## config.mk

```make
export PLATFORM = sky130hd
export DESIGN_NAME = ettc_csr
export DESIGN_NICKNAME = d
export VERILOG_FILES = /design/src/design/ettc_pkg.sv /design/src/design/ettc_csr.sv
export SDC_FILE = /design/constraint.sdc
export NUM_CORES = 1
export LEC_CHECK = 0
export BUFFER_PORTS_ARGS = -buffer_cell sky130_fd_sc_hd__buf_2
export CELL_PAD_IN_SITES_DETAIL_PLACEMENT = 0
export CELL_PAD_IN_SITES_GLOBAL_PLACEMENT = 1
export CORE_MARGIN = 4
export CORE_UTILIZATION = 39
export CTS_CLUSTER_SIZE = 10
export DETAILED_ROUTE_END_ITERATION = 12
export PLACE_DENSITY = 0.83
export SLEW_MARGIN = 15
export SYNTH_ARGS = -nofsm -noshare
export SYNTH_HDL_FRONTEND = slang
export SYNTH_SLANG_ARGS = --single-unit
```

## constraint.sdc

```tcl
create_clock -name clock -period 2.2 [get_ports clock]
set_input_delay 0.44 -clock clock [delete_from_list [all_inputs] [get_ports clock]]
set_output_delay 0.44 -clock clock [all_outputs]
set_load 0.02 [all_outputs]
```

## src/design/ettc_pkg.sv

```systemverilog
// Types, constants and codes of the equivalent-time trigger capture block
package ettc_pkg;

   localparam int unsigned BUFFER_DEPTH = 512;
   localparam int unsigned ADDR_W       = $clog2(BUFFER_DEPTH);
   localparam int unsigned INDEX_W      = ADDR_W + 1;

   localparam int unsigned SAMPLE_W  = 12;
   localparam int unsigned REQ_W     = 3;
   localparam int unsigned RIDX_W    = 9;
   localparam int unsigned CIDX_W    = 9;
   localparam int unsigned LEVEL_W   = 12;
   localparam int unsigned STEP_W    = 16;
   localparam int unsigned TIMEOUT_W = 24;
   localparam int unsigned DELAY_W   = ADDR_W + STEP_W;

   localparam int unsigned CSR_ADDR_W = 2;
   localparam int unsigned CSR_DATA_W = 24;

   localparam logic [LEVEL_W-1:0]   LEVEL_RESET   = 12'd2048;
   localparam logic                 RISING_RESET  = 1'b1;
   localparam logic [STEP_W-1:0]    STEP_RESET    = 16'd1;
   localparam logic [TIMEOUT_W-1:0] TIMEOUT_RESET = 24'd168000;

   typedef enum logic [REQ_W-1:0] {
      REQ_TICK  = 3'd0,
      REQ_START = 3'd1,
      REQ_STOP  = 3'd2,
      REQ_CLEAR = 3'd3,
      REQ_READ  = 3'd4
   } req_code_type;

   typedef enum logic [1:0] {
      PH_ARM   = 2'd0,
      PH_WAIT  = 2'd1,
      PH_DELAY = 2'd2
   } phase_type;

   typedef enum logic [CSR_ADDR_W-1:0] {
      CSR_LEVEL   = 2'd0,
      CSR_RISING  = 2'd1,
      CSR_STEP    = 2'd2,
      CSR_TIMEOUT = 2'd3
   } csr_reg_type;

   typedef struct packed {
      logic [LEVEL_W-1:0]   trigger_level;
      logic                 rising_edge;
      logic [STEP_W-1:0]    delay_step_ticks;
      logic [TIMEOUT_W-1:0] trigger_timeout_ticks;
   } cfg_type;

   typedef struct packed {
      logic [REQ_W-1:0]    req_type;
      logic [SAMPLE_W-1:0] sample_value;
      logic [RIDX_W-1:0]   read_index;
   } req_item_type;

   typedef struct packed {
      logic                running;
      logic                buffer_ready;
      logic                captured;
      logic [CIDX_W-1:0]   capture_index;
      logic                capture_triggered;
      logic [SAMPLE_W-1:0] read_data;
   } rsp_item_type;

   typedef struct packed {
      logic                en;
      logic [ADDR_W-1:0]   addr;
      logic [SAMPLE_W-1:0] data;
   } mem_wr_type;

endpackage

```

## src/design/ettc_csr.sv

```systemverilog
// Configuration registers of the trigger capture block
module ettc_csr (
   input  logic                             clock,
   input  logic                             reset,
   input  logic                             csr_valid,
   output logic                             csr_ready,
   input  logic [ettc_pkg::CSR_ADDR_W-1:0]  csr_index,
   input  logic [ettc_pkg::CSR_DATA_W-1:0]  csr_data,
   output ettc_pkg::cfg_type                cfg
);

   ettc_pkg::cfg_type cfg_ff;
   ettc_pkg::cfg_type cfg_in;

   always_comb begin
      cfg_in = cfg_ff;
      if (csr_valid) begin
         unique case (ettc_pkg::csr_reg_type'(csr_index))
            ettc_pkg::CSR_LEVEL:
               cfg_in.trigger_level = csr_data[ettc_pkg::LEVEL_W-1:0];
            ettc_pkg::CSR_RISING:
               cfg_in.rising_edge = csr_data[0];
            ettc_pkg::CSR_STEP:
               cfg_in.delay_step_ticks = csr_data[ettc_pkg::STEP_W-1:0];
            ettc_pkg::CSR_TIMEOUT:
               cfg_in.trigger_timeout_ticks = csr_data[ettc_pkg::TIMEOUT_W-1:0];
            default: cfg_in = cfg_ff;
         endcase
      end
   end

   always_ff @(posedge clock) begin
      if (reset) begin
         cfg_ff.trigger_level         <= ettc_pkg::LEVEL_RESET;
         cfg_ff.rising_edge           <= ettc_pkg::RISING_RESET;
         cfg_ff.delay_step_ticks      <= ettc_pkg::STEP_RESET;
         cfg_ff.trigger_timeout_ticks <= ettc_pkg::TIMEOUT_RESET;
      end else begin
         cfg_ff <= cfg_in;
      end
   end

   assign csr_ready = 1'b1;
   assign cfg       = cfg_ff;

endmodule

```

== Word level (Yosys, flattened, before mapping) ==
Cells that the tools add are included.

* Bits in read-only memories: 0
* Latch bits: 0
* Register bits: 53
* Memories: 0
* RAM bits: 0
* Input bits: 29

* Add/sub/neg operators: 0
* Muxes and demuxes: 0
* Multipliers: 0
* Shifts and indexed selects: 0
* Div/mod/pow operators: 0
* $lt $le $gt $ge: 0
* Reductions and logical operators: 5
* Equal/unequal tests: 3
* Bitwise logic cells: 0

{| class="wikitable"
|+ Operators by type and width
! operator !! number
|-
| AND reduction 2 bit || 4
|-
| equality test 2 bit, second input constant || 2
|-
| equality test 2 x 1 -> 1 bit, second input constant || 1
|-
| zero test 2 bit || 1
|}

== Logic depth before layout (Yosys ltp) ==
* Depth after elaboration: 2
* Mapped depth: 5
* Gate-level depth less buffers: 2

== Least setup slack after synthesis ==
Ideal clock, no wire load.

* Path type: input to register
* From: input port csr_index[1] in the netlist's numbering
* To: register cfg_ff, in the netlist cfg[44]
* Required time: 2,081 ps
* Slack: 1,011 ps
* Arrival: 1,069 ps
* Stages on the path: 3
* Library setup time: 119 ps
* Cells stage by stage: or3b_1 > buf_6 > mux2i_1

* Word-level cells in the longest chain between the ends: 2

{| class="wikitable"
|+ Ends and longest elaborated chain
! element !! line !! source
|-
| start, declared || ettc_csr.sv:7 || <nowiki>input logic [ettc_pkg::CSR_ADDR_W-1:0] csr_index,</nowiki>
|-
| zero test 2 bit || ettc_csr.sv:18 || <nowiki>unique case (ettc_pkg::csr_reg_type'(csr_index))</nowiki>
|-
| AND reduction 2 bit (no line) || - ||
|-
| end signal, assigned || ettc_csr.sv:39 || <nowiki>cfg_ff <= cfg_in;</nowiki>
|-
| end, declared || ettc_csr.sv:12 || <nowiki>ettc_pkg::cfg_type cfg_ff;</nowiki>
|}

Every way passes these cells.
A chain may end at the register's enable or synchronous reset.

== Final worst setup path ==
* From: register cfg_ff, in the netlist cfg[24]
* To: output port cfg[24] in the netlist's numbering

{| class="wikitable"
|+ RTL lines
! element !! line !! source
|-
| end, declared || ettc_csr.sv:9 || <nowiki>output ettc_pkg::cfg_type cfg</nowiki>
|}

No word-level cell between the ends.

==> results.yml <==
outcome:
  status: "completed"
timing:
  fin_skew_ps: 0
  worstMarginPinSlew_ps: 649.1
  period_minus_slack_ps: 1267
  hold_ws_ps: 395.5
  rsz0062_at_grt: "false"
  setup_tns_ps: 0
  finalCritPeriodShare: 0.5757
  maxSlewHeadroom: 0.5673
  slew_violations: 0
  hold_viol: 0
  setup_viol: 0
  clock.fmax_mhz: 789.5
finish:
  diodes: 0
  synthToLayoutAreaGrowth_pct: 23.70
  largest_register_ffs: 53
  nets: 316
  drive_gt1_frac: 0.3125
clock_tree:
  cts.sinks: 53
  cts-root-buf: "clkbuf_8"
  cts_tree: "done"
  clkTransAtPathRegs_ps: 90
  cts_resized: 0
  insertion_delay_ps: 300
  clk_path_buf_depth: 2
  cts.htree.levels: 2
  ctsHoldBuffers: 0
  cts_setup_buffers: 0
  numCtsBuffers: 5
yosys:
  yosysMostFrequentCell: "nand2b_1"
  yosys.area.top_type: "dfxtp_1"
  synth.avg_cell_area_um2: 10.51
  synth_top_cell_area_share: 0.4786
  syn_inst: 211
  synth_area_leaders: "dfxtp_1 (48%), mux2i_1 (24%), nand2b_1 (19%)"
  yosys_warnings: 0
  syn_area_mm2: 0.002217
  synth_flop_cell: "dfxtp_1"
  synth.distinct_cells: 15
  async_flop_share: 0
  ys_seq_area_frac: 0.4786
  synth_edf_count: 0
  ys_ff_latch: 53
  syn_nets: 240
  ys_top_cells_by_count: "nand2b_1 (69), dfxtp_1 (53), mux2i_1 (53), nor2_1 (13), clkbuf_1 (6)"
global_routing:
  grt_first_pass_wirelength_um: 7348
  grt_max_degree: 83
  grtUsageTotal: 0.1287
  grt_overflow_total: 0
  antenna_found_initial: 0
  grt_pass1_vias: 1523
routing:
  wl_um: 4585
  ant_nets: 0
  dr.pass1.iters: 4
  vias: 1604
  drtIter0Drc: 33
  via_per_inst: 4.456
  wl_per_cell_um: 12.74
  route.detailed.drc: 0
worst_hold_path:
  min_from: "csr_data[23]"
  hold_depth: 3
  hold_path_class: "in -> reg"
  hold_end: "cfg[23]$_SDFFE_PP0P_"
setup_path:
  cp_slowest_cell: "dfxtp_1"
  required_ps: 1760
  r2r_cells: 2
  crit_fanout: 2
  rr_endpoint: "cfg[25]$_SDFFE_PP0P_"
  reg2reg_slack_ps: 1570
  crit_type: "reg -> out"
  rr_startpoint: "cfg[25]$_SDFFE_PP0P_"
  cpLargestDelayFamily: "flip-flops"
  cp.arrival_ps: 830
  startpoint_type: "flop"
  path_cells: "buf_2"
  path_buf_inv: 1
  crit_path_end_kind: "primary output"
  slowest_delay_ps: 350
placed_design:
  gp_routability_congestion: 0.6867
  port_buffers: 81
  dp_hpwl_um: 3233
floorplan:
  die_y_um: 83.40
  ios: 83
  coreArea_mm2: 0.005507
  die_x_um: 83.40
  initial_core_util: 0.4026
  dieArea_mm2: 0.006956
  rows: 27
power:
  vdd_ir_drop_max_mv: 0.3363
  power.density_mw_per_mm2: 640.6
  cellLeakagePower_nw: 1.323
flow_run:
  cap_violations: 0
-- where the power goes --
part	total (mW)	internal, mW	switching, mW	leakage [nW]
Sequential	1.01	0.993	0.0166	0.431
Clock	0.518	0.227	0.291	0.0395
Combinational	0.230	0.102	0.128	0.853
-- how the worst max path moves through the flow --
| stage | from | end | slack, ps | cells after the start |
|---|---|---|---|---|
| final | cfg[24]$_SDFFE_PP1P_ | cfg[24] | 930 | 1 |
| after floorplan | csr_index[1] | cfg[44]$_SDFFE_PP0P_ | 1010 | 3 |
| after global placement | csr_index[1] | cfg[47]$_SDFFE_PP0P_ | 680 | 3 |
| after detailed placement | csr_index[1] | cfg[49]$_SDFFE_PP0P_ | 630 | 3 |
| after CTS | cfg[49]$_SDFFE_PP0P_ | cfg[49] | 920 | 1 |
| after global routing | cfg[0]$_SDFFE_PP0P_ | cfg[0] | 880 | 1 |
-- cells by family after synthesis --
| family | Yosys count | synth area share |
|---|---|---|
| DFF | 53 | 0.4786 |
| and+or+nand+nor | 89 | 0.2421 |
| muxes | 53 | 0.2393 |
| other | 1 | 0.001691 |
| buffers and inverters | 15 | 0.03837 |
-- layout make-up --
cell class              count  area [µm²]
clock buffers               8       80.08
flip-flops and latches     53        1061
well taps                  72       90.09
repair buffers             84       440.4
multi-input cells         143        1071
fillers                   555        2764
-- placed cells by master (no fill, tap or decap) --
cell,n
and3_1,1
and3b_1,1
buf_12,1
buf_2,81
buf_4,2
clkbuf_1,3
clkbuf_8,5
conb_1,1
dfxtp_1,53
mux2i_1,53
nand2b_1,69
nand3_1,1
nand3b_1,2
nor2_1,13
nor3b_2,1
or3b_1,1
-- through the flow --
| step | worst slack [ps] | utilization | cell area, µm² | instances | total power, mW |
|---|---|---|---|---|---|
| 2_1_floorplan | 1011 | - | 2217 | 211 | 1.185 |
| 3_5_place_dp | 629.9 | 0.4835 | 2663 | 352 | 1.266 |
| 6_report | 933.4 | 0.4981 | 2743 | 360 | 1.757 |
| 3_3_place_gp | 675.0 | 0.4835 | 2663 | 352 | 1.262 |
| 4_1_cts | 920.1 | 0.4981 | 2743 | 360 | 1.788 |
| 5_1_grt | 882.4 | 0.4981 | 2743 | 360 | 1.842 |
-- layer usage --
metal | vias up | track usage | share of wire
met5 | - | 0 | 0
met4 | 0 | 0.03566 | 0.012
met3 | 6 | 0.04464 | 0.063
met2 | 41 | 0.2157 | 0.47
met1 | 724 | 0.1561 | 0.45
li1 | 833 | - | -
Power figures use the tool's default switching activity.
