===== src/design/ettc_pkg.sv =====
// Types, constants and codes of the equivalent-time trigger capture block
package ettc_pkg;

   localparam int unsigned BUFFER_DEPTH = 512;
   localparam int unsigned ADDR_W       = $clog2(BUFFER_DEPTH);
   localparam int unsigned INDEX_W      = ADDR_W + 1;

   localparam int unsigned SAMPLE_W  = 12;
   localparam int unsigned REQ_W     = 3;
   localparam int unsigned RIDX_W    = 9;
   localparam int unsigned CIDX_W    = 9;
   localparam int unsigned LEVEL_W   = 12;
   localparam int unsigned STEP_W    = 16;
   localparam int unsigned TIMEOUT_W = 24;
   localparam int unsigned DELAY_W   = ADDR_W + STEP_W;

   localparam int unsigned CSR_ADDR_W = 2;
   localparam int unsigned CSR_DATA_W = 24;

   localparam logic [LEVEL_W-1:0]   LEVEL_RESET   = 12'd2048;
   localparam logic                 RISING_RESET  = 1'b1;
   localparam logic [STEP_W-1:0]    STEP_RESET    = 16'd1;
   localparam logic [TIMEOUT_W-1:0] TIMEOUT_RESET = 24'd168000;

   typedef enum logic [REQ_W-1:0] {
      REQ_TICK  = 3'd0,
      REQ_START = 3'd1,
      REQ_STOP  = 3'd2,
      REQ_CLEAR = 3'd3,
      REQ_READ  = 3'd4
   } req_code_type;

   typedef enum logic [1:0] {
      PH_ARM   = 2'd0,
      PH_WAIT  = 2'd1,
      PH_DELAY = 2'd2
   } phase_type;

   typedef enum logic [CSR_ADDR_W-1:0] {
      CSR_LEVEL   = 2'd0,
      CSR_RISING  = 2'd1,
      CSR_STEP    = 2'd2,
      CSR_TIMEOUT = 2'd3
   } csr_reg_type;

   typedef struct packed {
      logic [LEVEL_W-1:0]   trigger_level;
      logic                 rising_edge;
      logic [STEP_W-1:0]    delay_step_ticks;
      logic [TIMEOUT_W-1:0] trigger_timeout_ticks;
   } cfg_type;

   typedef struct packed {
      logic [REQ_W-1:0]    req_type;
      logic [SAMPLE_W-1:0] sample_value;
      logic [RIDX_W-1:0]   read_index;
   } req_item_type;

   typedef struct packed {
      logic                running;
      logic                buffer_ready;
      logic                captured;
      logic [CIDX_W-1:0]   capture_index;
      logic                capture_triggered;
      logic [SAMPLE_W-1:0] read_data;
   } rsp_item_type;

   typedef struct packed {
      logic                en;
      logic [ADDR_W-1:0]   addr;
      logic [SAMPLE_W-1:0] data;
   } mem_wr_type;

endpackage


===== src/design/ettc_core.sv =====
// Acquisition state and per-word update: arm, trigger wait, delay, store
module ettc_core (
   input  logic                               clock,
   input  logic                               reset,
   input  logic                               commit,
   input  ettc_pkg::req_item_type             item,
   input  logic [ettc_pkg::SAMPLE_W-1:0]      rd_data,
   input  ettc_pkg::cfg_type                  cfg,
   output ettc_pkg::rsp_item_type             result,
   output ettc_pkg::mem_wr_type               mem_wr
);

   ettc_pkg::phase_type                 phase_ff, phase_in;
   logic [ettc_pkg::SAMPLE_W-1:0]       prev_ff, prev_in;
   logic [ettc_pkg::TIMEOUT_W-1:0]      timeout_ff, timeout_in;
   logic [ettc_pkg::DELAY_W-1:0]        delay_ff, delay_in;
   logic [ettc_pkg::INDEX_W-1:0]        widx_ff, widx_in;
   logic                                ready_ff, ready_in;
   logic                                run_ff, run_in;

   logic                                is_tick;
   logic                                tick_active;
   logic                                hit;
   logic [ettc_pkg::TIMEOUT_W-1:0]      timeout_inc;
   logic                                timed_out;
   logic                                store;
   logic                                room;
   logic [ettc_pkg::INDEX_W-1:0]        widx_inc;
   logic                                read_in_range;
   logic [ettc_pkg::SAMPLE_W-1:0]       cur;

   assign cur         = item.sample_value;
   assign is_tick     = (item.req_type == ettc_pkg::REQ_TICK);
   assign tick_active = commit && is_tick && run_ff && !ready_ff;

   assign hit = cfg.rising_edge
              ? ((prev_ff < cfg.trigger_level) && (cur >= cfg.trigger_level))
              : ((prev_ff > cfg.trigger_level) && (cur <= cfg.trigger_level));

   // count wraps; a zero timeout acts as one
   assign timeout_inc = timeout_ff + 1'b1;
   assign timed_out   = (timeout_inc >= cfg.trigger_timeout_ticks) || (timeout_inc == '0);

   assign store = tick_active
                && (((phase_ff == ettc_pkg::PH_WAIT) && !hit && timed_out)
                 || ((phase_ff == ettc_pkg::PH_DELAY) && (delay_ff == '0)));

   assign room          = (widx_ff < ettc_pkg::INDEX_W'(ettc_pkg::BUFFER_DEPTH));
   assign widx_inc      = widx_ff + 1'b1;
   assign read_in_range = (32'(item.read_index) < ettc_pkg::BUFFER_DEPTH);

   // phase transitions
   always_comb begin
      phase_in = phase_ff;
      if (commit) begin
         unique case (item.req_type)
            ettc_pkg::REQ_TICK: begin
               if (tick_active) begin
                  unique case (phase_ff)
                     ettc_pkg::PH_ARM:   phase_in = ettc_pkg::PH_WAIT;
                     ettc_pkg::PH_WAIT: begin
                        if (hit) begin
                           phase_in = ettc_pkg::PH_DELAY;
                        end else if (store) begin
                           phase_in = ettc_pkg::PH_ARM;
                        end
                     end
                     ettc_pkg::PH_DELAY: begin
                        if (store) begin
                           phase_in = ettc_pkg::PH_ARM;
                        end
                     end
                     default: phase_in = ettc_pkg::PH_ARM;
                  endcase
               end
            end
            ettc_pkg::REQ_START,
            ettc_pkg::REQ_STOP,
            ettc_pkg::REQ_CLEAR: phase_in = ettc_pkg::PH_ARM;
            default: phase_in = phase_ff;
         endcase
      end
   end

   // data state, buffer write and result word
   always_comb begin
      prev_in    = prev_ff;
      timeout_in = timeout_ff;
      delay_in   = delay_ff;
      widx_in    = widx_ff;
      ready_in   = ready_ff;
      run_in     = run_ff;

      mem_wr.en   = 1'b0;
      mem_wr.addr = widx_ff[ettc_pkg::ADDR_W-1:0];
      mem_wr.data = cur;

      result.captured          = 1'b0;
      result.capture_index     = '0;
      result.capture_triggered = 1'b0;
      result.read_data         = '0;

      if (commit) begin
         unique case (item.req_type)
            ettc_pkg::REQ_TICK: begin
               if (tick_active) begin
                  unique case (phase_ff)
                     ettc_pkg::PH_ARM: begin
                        prev_in    = cur;
                        timeout_in = '0;
                     end
                     ettc_pkg::PH_WAIT: begin
                        if (hit) begin
                           delay_in = ettc_pkg::DELAY_W'(
                              widx_ff[ettc_pkg::ADDR_W-1:0] * cfg.delay_step_ticks);
                        end else begin
                           prev_in    = cur;
                           timeout_in = timeout_inc;
                        end
                     end
                     ettc_pkg::PH_DELAY: begin
                        if (delay_ff != '0) begin
                           delay_in = delay_ff - 1'b1;
                        end
                     end
                     default: prev_in = prev_ff;
                  endcase
                  if (store) begin
                     if (room) begin
                        mem_wr.en                = 1'b1;
                        result.captured          = 1'b1;
                        result.capture_index     = ettc_pkg::CIDX_W'(widx_ff);
                        result.capture_triggered = (phase_ff == ettc_pkg::PH_DELAY);
                        widx_in                  = widx_inc;
                        if (widx_inc >= ettc_pkg::INDEX_W'(ettc_pkg::BUFFER_DEPTH)) begin
                           ready_in = 1'b1;
                        end
                     end else begin
                        ready_in = 1'b1;
                     end
                  end
               end
            end
            ettc_pkg::REQ_START: begin
               widx_in  = '0;
               ready_in = 1'b0;
               run_in   = 1'b1;
            end
            ettc_pkg::REQ_STOP: begin
               run_in = 1'b0;
            end
            ettc_pkg::REQ_CLEAR: begin
               ready_in = 1'b0;
               widx_in  = '0;
            end
            ettc_pkg::REQ_READ: begin
               if (read_in_range) begin
                  result.read_data = rd_data;
               end
            end
            default: run_in = run_ff;
         endcase
      end

      result.running      = run_in;
      result.buffer_ready = ready_in;
   end

   always_ff @(posedge clock) begin
      if (reset) begin
         phase_ff   <= ettc_pkg::PH_ARM;
         prev_ff    <= '0;
         timeout_ff <= '0;
         delay_ff   <= '0;
         widx_ff    <= '0;
         ready_ff   <= 1'b0;
         run_ff     <= 1'b0;
      end else begin
         phase_ff   <= phase_in;
         prev_ff    <= prev_in;
         timeout_ff <= timeout_in;
         delay_ff   <= delay_in;
         widx_ff    <= widx_in;
         ready_ff   <= ready_in;
         run_ff     <= run_in;
      end
   end

endmodule


===== config.mk =====
export PLATFORM = sky130hd
export DESIGN_NAME = ettc_core
export DESIGN_NICKNAME = d
export VERILOG_FILES = /design/src/design/ettc_pkg.sv /design/src/design/ettc_core.sv
export SDC_FILE = /design/constraint.sdc
export NUM_CORES = 1
export LEC_CHECK = 0
export BUFFER_PORTS_ARGS = -buffer_cell sky130_fd_sc_hd__buf_2
export CAP_MARGIN = 10
export CORE_MARGIN = 10
export CORE_UTILIZATION = 30
export DETAILED_ROUTE_END_ITERATION = 7
export GPL_ROUTABILITY_DRIVEN = 0
export HOLD_SLACK_MARGIN = 0.03
export PLACE_DENSITY = 0.52
export SYNTH_ARGS = -nofsm -noshare
export SYNTH_HDL_FRONTEND = slang
export SYNTH_SLANG_ARGS = --single-unit

===== constraint.sdc =====
create_clock -name clock -period 5.3 [get_ports clock]
set_clock_uncertainty 0.05 [all_clocks]
set_input_delay 0.265 -clock clock [delete_from_list [all_inputs] [get_ports clock]]
set_output_delay 0.265 -clock clock [all_outputs]
set_load 0.005 [all_outputs]

Word level (Yosys, flattened, before mapping)
Cells that the tools add are included.
- bits of input ports: 92
- output and inout bits: 47
- word-level logic and storage cells: 94
- flip-flop bits (word level): 75
- add/subtract/negate cells: 3
- reductions and logical operators: 28
- equality and inequality tests: 12
- magnitude comparators: 7
- $mul: 1
- muxes and demuxes: 36
- operators by type and width (cell ; number):
    2-to-1 mux 25 bit ; 2
    case mux 25 bit (2 select lines) ; 1
    case mux 24 bit (2 select lines) ; 1
    2-to-1 mux 11 bit ; 4
    2-to-1 mux 10 bit ; 3
    logical NOT 25 bit ; 1
    multiplier 9 x 16 -> 25 bit ; 1
    nonzero test 25 bit ; 1
    subtractor 25 x 1 -> 25 bit, second input constant ; 1
    adder 24 x 1 -> 24 bit, second input constant ; 1
    greater-or-equal comparator 24 bit ; 1
    logical NOT 24 bit ; 1
    2-to-1 mux 12 bit ; 2
    2-to-1 mux 24 bit ; 1
    case mux 12 bit (2 select lines) ; 1
    2-to-1 mux 23 bit ; 1
    case mux 10 bit (2 select lines) ; 1
    greater-or-equal comparator 12 bit ; 1
    > comparator 12 bit ; 1
    <= comparator 12 bit ; 1
    < comparator 12 bit ; 1
    2-to-1 mux 1 bit ; 12
    adder 10 x 1 -> 10 bit, second input constant ; 1
    greater-or-equal comparator 10 bit, second input constant ; 1
    23 further kinds ; 45

Depth between registers and ports, before layout
Gate-level depths: netlist of the first run.
- depth after elaboration: 13
- mapped depth: 22
- depth with buffers taken out: 21

Worst setup path before layout of the first run
Ideal clock, no wire load.
- kind: register -> register
- start: register widx_ff[2] (netlist bit)
- end: register delay_ff[24] (netlist bit)
- path buffers: 2
- slack: -0.186 ns
- data arrival time: 5.371 ns
- data required time: 5.185 ns
- cell stages (with the launch flop): 21
- cells stage by stage: dfxtp_1 -> clkbuf_1 -> clkbuf_1 -> nand2_1 -> fa_1 -> inv_1 -> fa_1 -> inv_1 -> fa_1 -> fa_1 -> inv_1 -> ha_1 -> or3_1 -> o221ai_1 -> a31oi_1 -> a41o_1 -> o41ai_1 -> mux2i_1 -> a2111oi_0 -> a21oi_1 -> nor2_1
- cells in the longest elaborated chain, start to end: 3
- ends and longest elaborated chain (item ; line ; RTL):
    start, declared ; ettc_core.sv:17 ; logic [ettc_pkg::INDEX_W-1:0] widx_ff, widx_in;
    start signal, assigned ; ettc_core.sv:183 ; widx_ff <= widx_in;
    multiplier 9 x 16 -> 25 bit ; ettc_core.sv:115 ; widx_ff[ettc_pkg::ADDR_W-1:0] * cfg.delay_step_ticks);
    2-to-1 mux 25 bit ; ettc_core.sv:113 ; if (hit) begin
    case mux 25 bit (2 select lines) ; ettc_core.sv:107 ; unique case (phase_ff)
    end signal, assigned ; ettc_core.sv:182 ; delay_ff <= delay_in;
    end, declared ; ettc_core.sv:16 ; logic [ettc_pkg::DELAY_W-1:0] delay_ff, delay_in;
Every way passes these cells. The select of a mux whose other input is x is not followed.
A chain may end at the register's enable or synchronous reset.

Worst setup path after layout of the first run
- start: register widx_ff[5] (netlist bit)
- end: register delay_ff[22] (netlist bit)
The elaborated chain is that of the path after synthesis.

==> results.json, run 1 <==
{
  "ys_seq_elements": 75,
  "remaining_drc_errors": 0,
  "grt_overflow_total": 0,
  "wl_met2_um": 13500,
  "ys_seq_area_share_pct": 14.5,
  "hold_viol_final": 0,
  "path_max_fanout": 5,
  "drv_cap": 0,
  "start_util_pct": 30.6,
  "fin_crit_sh_pct": 95.9,
  "power_density_nw_per_um2": 112,
  "crit_required_ns": 5.44,
  "syn_nets": 1608,
  "htree_levels": 3,
  "p_leak_nw": 6.08,
  "drt-vias-per-instance": 4.75,
  "grt_pass1_wl_um": 46900,
  "wl_per_cell_um": 14.7,
  "async_reset_ff_share_pct": 0,
  "vias": 9072,
  "dpl.hpwl_um": 22300,
  "clock_sinks": 75,
  "area_delta_synth_final_pct": 18.8,
  "dr_wl_met3_um": 774,
  "startpoint_type": "flop",
  "routed_wl_um": 28100,
  "finalInstanceArea_um2": 12300,
  "die_area_um2": 42200,
  "firstDrtPassIters": 4,
  "antenna_found_initial": 0,
  "cts_buffer_depth": 2,
  "die_h_um": 206,
  "criticalPathCategory": "flop to flop",
  "synth_cells": 1320,
  "place_area_um2": 11700,
  "place_inst": 1890,
  "relSlewSlack_pct": 46.4,
  "die_w_um": 206,
  "synth_cell_type_count": 71,
  "cts_tree": "done",
  "rows": 67,
  "min_path_type": "input pin to flop",
  "ioPinCount": 139,
  "ant_nets": 0,
  "port_buffers": 129,
  "drt-met1-wl_um": 13500,
  "dr.first_iter.drc_count": 402,
  "path_clk_slew_ns": 0.06,
  "n_antenna_cell": 0,
  "yosys_warnings": 0,
  "final_cells": 1909,
  "worstMarginPinSlew_ns": 0.804,
  "ir_drop_v": 0.000149,
  "grt_usage_pct": 13.3,
  "nets": 1744,
  "fmax_ghz": 0.197,
  "cp.arrival_ns": 5.23,
  "yosys.area.top_type_share_pct": 19.2,
  "netlist_area_um2": 10300,
  "synth_top_area_cell": "fa_1",
  "grt_pass1_vias": 9291,
  "core_region_area_um2": 33800,
  "cts-root-buf": "clkbuf_16",
  "maxSlewViolCount": 0,
  "setup_viol": 0,
  "endpoint_kind": "flop",
  "post-route-min-period_ns": 5.08,
  "top_layer": "met4",
  "fillCellCount": 3596,
  "layout-drive-gt1-share_pct": 19.4,
  "grt_max_degree": 69,
  "synth_flop_cell": "dfxtp_1",
  "cts_buffers": 9,
  "avgSynthCellArea_um2": 7.82,
  "clock_latency_ns": 0.34,
  "ys_top_cells_by_area": "fa_1, dfxtp_1, ha_1",
  "status": "finished, final reports clean",
  "synth-edff-count": 0,
  "cts_hold_buf": 0
}
[Yosys cell counts, types with 11 or more instances]
master and n:
dfxtp_1 75, a211oi_1 12, clkbuf_1 48, and2_1 91, ha_1 97, o21ai_0 52
nand4_1 11, or3_1 15, nor2_1 93, inv_1 180, xor2_1 25, fa_1 99
buf_4 24, a21oi_1 77, nor3_1 24, xnor2_1 21, nand3_1 27, a22oi_1 19
nand3b_1 12, mux2i_1 13, nand2_1 147, a21o_1 15
[final cells by class]
type | count | area [um2] | share of cell area [%]
tap | 448 | 561 | 4.57
sequential | 75 | 1520 | 12.4
multi-input combinational | 974 | 7900 | 64.4
clock inverter | 4 | 50.0 | 0.408
clock buffer | 12 | 246 | 2.01
inverter | 180 | 676 | 5.51
timing repair buffer | 216 | 1320 | 10.7
[worst max-delay path: stages, from the launching register on]
cell and delay, ns:
dfxtp_2 0.33, buf_4 0.16, and2_1 0.16, fa_2 0.55
inv_1 0.05, fa_1 0.46, fa_1 0.54, inv_1 0.05
fa_1 0.53, ha_4 0.22, o21a_1 0.18, buf_4 0.15
o221ai_4 0.19, a31oi_2 0.14, a41o_1 0.24, o41ai_4 0.35
buf_4 0.17, xor2_1 0.17, o21ai_0 0.09, nand2_1 0.08
a21oi_1 0.06
[cell families after synthesis]
family	share of synthesized area, %
simple gates	23.4
buf+inv	10.9
compound gates	15.0
fa+ha+maj	31.0
flops	14.5
xor+xnor	3.90
mux	1.26
[cell usage in the layout (no fill, tap or decap), types with 4 or more instances in the layout]
master	n
a211o_1	5
a211oi_1	12
a21o_1	15
a21oi_1	72
a21oi_2	4
a22oi_1	19
a31oi_1	6
and2_1	91
and3_1	10
buf_2	129
buf_4	85
clkbuf_16	9
dfxtp_1	66
dfxtp_2	7
fa_1	97
ha_1	92
ha_4	4
inv_1	180
mux2i_1	13
nand2_1	146
nand2b_1	10
nand3_1	27
nand3b_1	12
nand4_1	11
nor2_1	90
nor3_1	22
nor4_1	8
o211ai_1	4
o21a_1	4
o21ai_0	51
o22ai_1	7
o31ai_1	7
or3_1	14
xnor2_1	21
xor2_1	25
[flip-flops by register name (all words and copies together) (netlist names)]
register    count
delay_ff       25
timeout_ff     24
prev_ff        12
widx_ff        10
phase_ff        2
ready_ff        1
run_ff          1
[timing repair]
item / 4_1_cts / 5_1_grt
pin swaps: 0 / 14
setup buffers: 0 / 3
resized for setup: 9 / 34
hold endpoints to repair: 0 / 0
cloned: 0 / 0
setup endpoints to repair: 3 / 18
[worst paths after layout]
kind | slack, ns | depth (start not counted) | startpoint | to
worst max-delay path | 0.22 | 20 | widx_ff[5] | delay_ff[22]
worst min-delay path | 0.14 | 3 | item[11] | prev_ff[2]
worst max register to register | 0.22 | 20 | widx_ff[5] | delay_ff[22]
worst min register to register | 0.43 | 2 | delay_ff[20] | delay_ff[20]
[per-layer routing]
metal  vias up  GRT usage, %
met5         -             0
met1      4310          17.9
met4         0          2.91
met3        20          1.20
li1       4639             -
met2       103          22.6
[stage by stage]
stage,power (mW),TNS [ns],hold WS (ns),util [%],worst slack [ns]
finish,1.37,0,0.140,36.3,0.218
CTS,1.38,0,0.133,35.7,0.0422
global placement,0.749,-0.109,0.413,34.8,-0.0734
detailed placement,0.751,-0.161,0.418,34.8,-0.123
floorplan,0.671,0,0.359,-,0.0115
global route,1.43,-0.0726,0.145,36.3,-0.0298
[report_power, final]
group	total, mW	internal, mW	switching, mW
logic	0.175	0.0753	0.0994
clock network	0.630	0.377	0.252
registers	0.565	0.563	0.00120
(Power assumes the default switching activity.)
==> run 2, diff against run 1 <==
- ABC_CLOCK_PERIOD_IN_PS: unset -> 5300
- CORE_UTILIZATION: 30 -> 40
- PLACE_DENSITY: 0.52 -> 0.64
==> run 2 against run 1 <==
  * Non-clock buffer count fell by 11
  * Fmax rose by 0.25%
  * Global-route usage rose by 2.6 points
  * Critical path type unchanged
==> results.json, run 2 (synthesized netlist as in run 1, its figures left out) <==
{
  "crit_path_frequent_cell": "fa_1",
  "grt_usage_pct": 16.0,
  "fmax_ghz": 0.197,
  "internal_power_uw": 960,
  "drt-vias-per-instance": 5.17,
  "layout-drive-gt1-share_pct": 19.0,
  "grt_pass1_wl_um": 44900,
  "comb_power_share_pct": 13.1,
  "crit_family": "adder cells",
  "seq_area_um2": 1530,
  "core_region_area_um2": 25300,
  "slowest_stage": "fa_1",
  "p_leak_nw": 6.02,
  "crit_required_ns": 5.53,
  "cts_buffers": 9,
  "dpl.hpwl_um": 20900,
  "reg_top3": "delay_ff: 25 flops, timeout_ff: 24 flops, prev_ff: 12 flops",
  "crit_chain": "nand2_2, fa_1, inv_1, fa_1, inv_1, fa_1, fa_1, inv_1, ha_1, or3_4, o221ai_4, a31oi_4, a41o_1, o41ai_4, mux2i_1, a2111oi_2, a21oi_1, nor2_1",
  "drv_cap": 0,
  "fin_crit_sh_pct": 95.6,
  "antenna_found_initial": 0,
  "max_stage_delay_ns": 0.55,
  "dr.first_iter.drc_count": 507,
  "preCtsSetupSlack_ns": -0.116,
  "largest_reg_flops": 25,
  "endpoint_kind": "flop",
  "cts_tree": "done",
  "die_area_um2": 32600,
  "pwr-share-seq_pct": 43.2,
  "fin_ws_ns": 0.231,
  "path_clk_slew_ns": 0.06,
  "start_util_pct": 40.8,
  "holdWs_ns": 0.141,
  "routed_wl_um": 26500,
  "grt_overflow_total": 0,
  "relSlewSlack_pct": 32.9,
  "setup_viol": 0,
  "vias": 9191,
  "cts_buffer_depth": 2,
  "clock_latency_ns": 0.34,
  "ioPinCount": 139,
  "firstDrtPassIters": 7,
  "path_max_fanout": 7,
  "netSwitchingPower_uw": 343,
  "clock_sinks": 75,
  "cp.arrival_ns": 5.29,
  "area_delta_synth_final_pct": 16.4,
  "post-route-min-period_ns": 5.07,
  "power_density_nw_per_um2": 108,
  "ant_nets": 0,
  "nets": 1733,
  "grt_pass1_vias": 9401,
  "multiInputGateArea_um2": 7900,
  "rows": 58,
  "top_register": "delay_ff",
  "die_w_um": 181,
  "status": "finished, final reports clean",
  "startpoint_type": "flop",
  "cts-root-buf": "clkbuf_16",
  "switching_share_pct": 26.3,
  "hold_viol_final": 0,
  "grt_max_degree": 69,
  "min_path_type": "input pin to flop",
  "port_buffers": 129,
  "maxSlewViolCount": 0,
  "remaining_drc_errors": 0,
  "worstMarginPinSlew_ns": 1.00,
  "critical_path_buf_inv_count": 3,
  "wl_per_cell_um": 14.9,
  "final_common_cell": "inv_1",
  "htree_levels": 3,
  "final_cell_mix": "inv_1, nand2_1, buf_2, fa_1, ha_1",
  "die_h_um": 181,
  "ir_drop_v": 0.000140,
  "n_antenna_cell": 0,
  "p_clk_share_pct": 43.7,
  "fillCellCount": 2499,
  "criticalPathCategory": "flop to flop"
}
run 2: cell count changes in the layout (fill, tap and decap cells not counted), sizes merged:
cell / before / now
buf: 216 / 205
clkinv: 1 / 3
bufinv: 1 / 0
clkbuf: 12 / 10
run 2: metrics by stage:
step	instance area, um2	total power [mW]	cells	utilization, %	setup TNS [ns]
after floorplan	10300	0.671	1320	-	0
after global placement	11500	0.743	1759	45.3	-0.0868
after detailed placement	11500	0.747	1759	45.3	-0.171
after CTS	11800	1.32	1774	46.5	0
after global routing	12000	1.36	1779	47.5	-0.0340
final	12000	1.30	1779	47.5	0
run 2: worst paths after layout:
path,start,end,slack [ns],cells after the start
max,widx_ff[2],delay_ff[24],0.23,18
min,item[11],prev_ff[2],0.14,3
max reg2reg,widx_ff[2],delay_ff[24],0.23,18
min reg2reg,delay_ff[20],delay_ff[20],0.43,2
run 2: power groups by stage:
stage / sequential (mW) / clock [mW] / combinational (mW)
after floorplan: 0.578 / 0 / 0.0940
after global placement: 0.578 / 0 / 0.165
after detailed placement: 0.578 / 0 / 0.169
after CTS: 0.566 / 0.585 / 0.170
after global routing: 0.563 / 0.606 / 0.194
final: 0.563 / 0.569 / 0.171
run 2: layout make-up:
| cell class | instances | area share [%] |
|---|---|---|
| multi-input combinational | 974 | 65.7 |
| sequential | 75 | 12.7 |
| timing repair buffer | 205 | 10.3 |
| inverter | 180 | 5.62 |
| tap | 330 | 3.44 |
| clock buffer | 10 | 1.99 |
| clock inverter | 5 | 0.250 |
run 2: routing by layer:
layer  up-vias  routed length [um]  global-route usage, %
met2       170               13400                   28.3
met5         -                   0                      0
met3        25                 936                   2.15
li1       4598                   -                      -
met1      4398               11900                   20.1
met4         0                 333                   3.41
run 2: worst register-to-register path, cell delays in order, from the launching register on:
cell       delay, ns
dfxtp_4         0.41
nand2_2         0.08
fa_1            0.55
inv_1           0.06
fa_1            0.50
inv_1           0.06
fa_1            0.52
fa_1            0.55
inv_1           0.04
ha_1            0.19
or3_4           0.40
o221ai_4        0.23
a31oi_4         0.13
a41o_1          0.23
o41ai_4         0.35
mux2i_1         0.14
a2111oi_2       0.36
a21oi_1         0.08
nor2_1          0.08
run 2: repair_timing:
item | in CTS | in global routing
cloned | 0 | 0
pin swaps | 0 | 15
endpoints found under the setup margin | 4 | 18
hold buffers | 0 | 0
gates resized for setup | 8 | 44
buffers inserted | 0 | 5
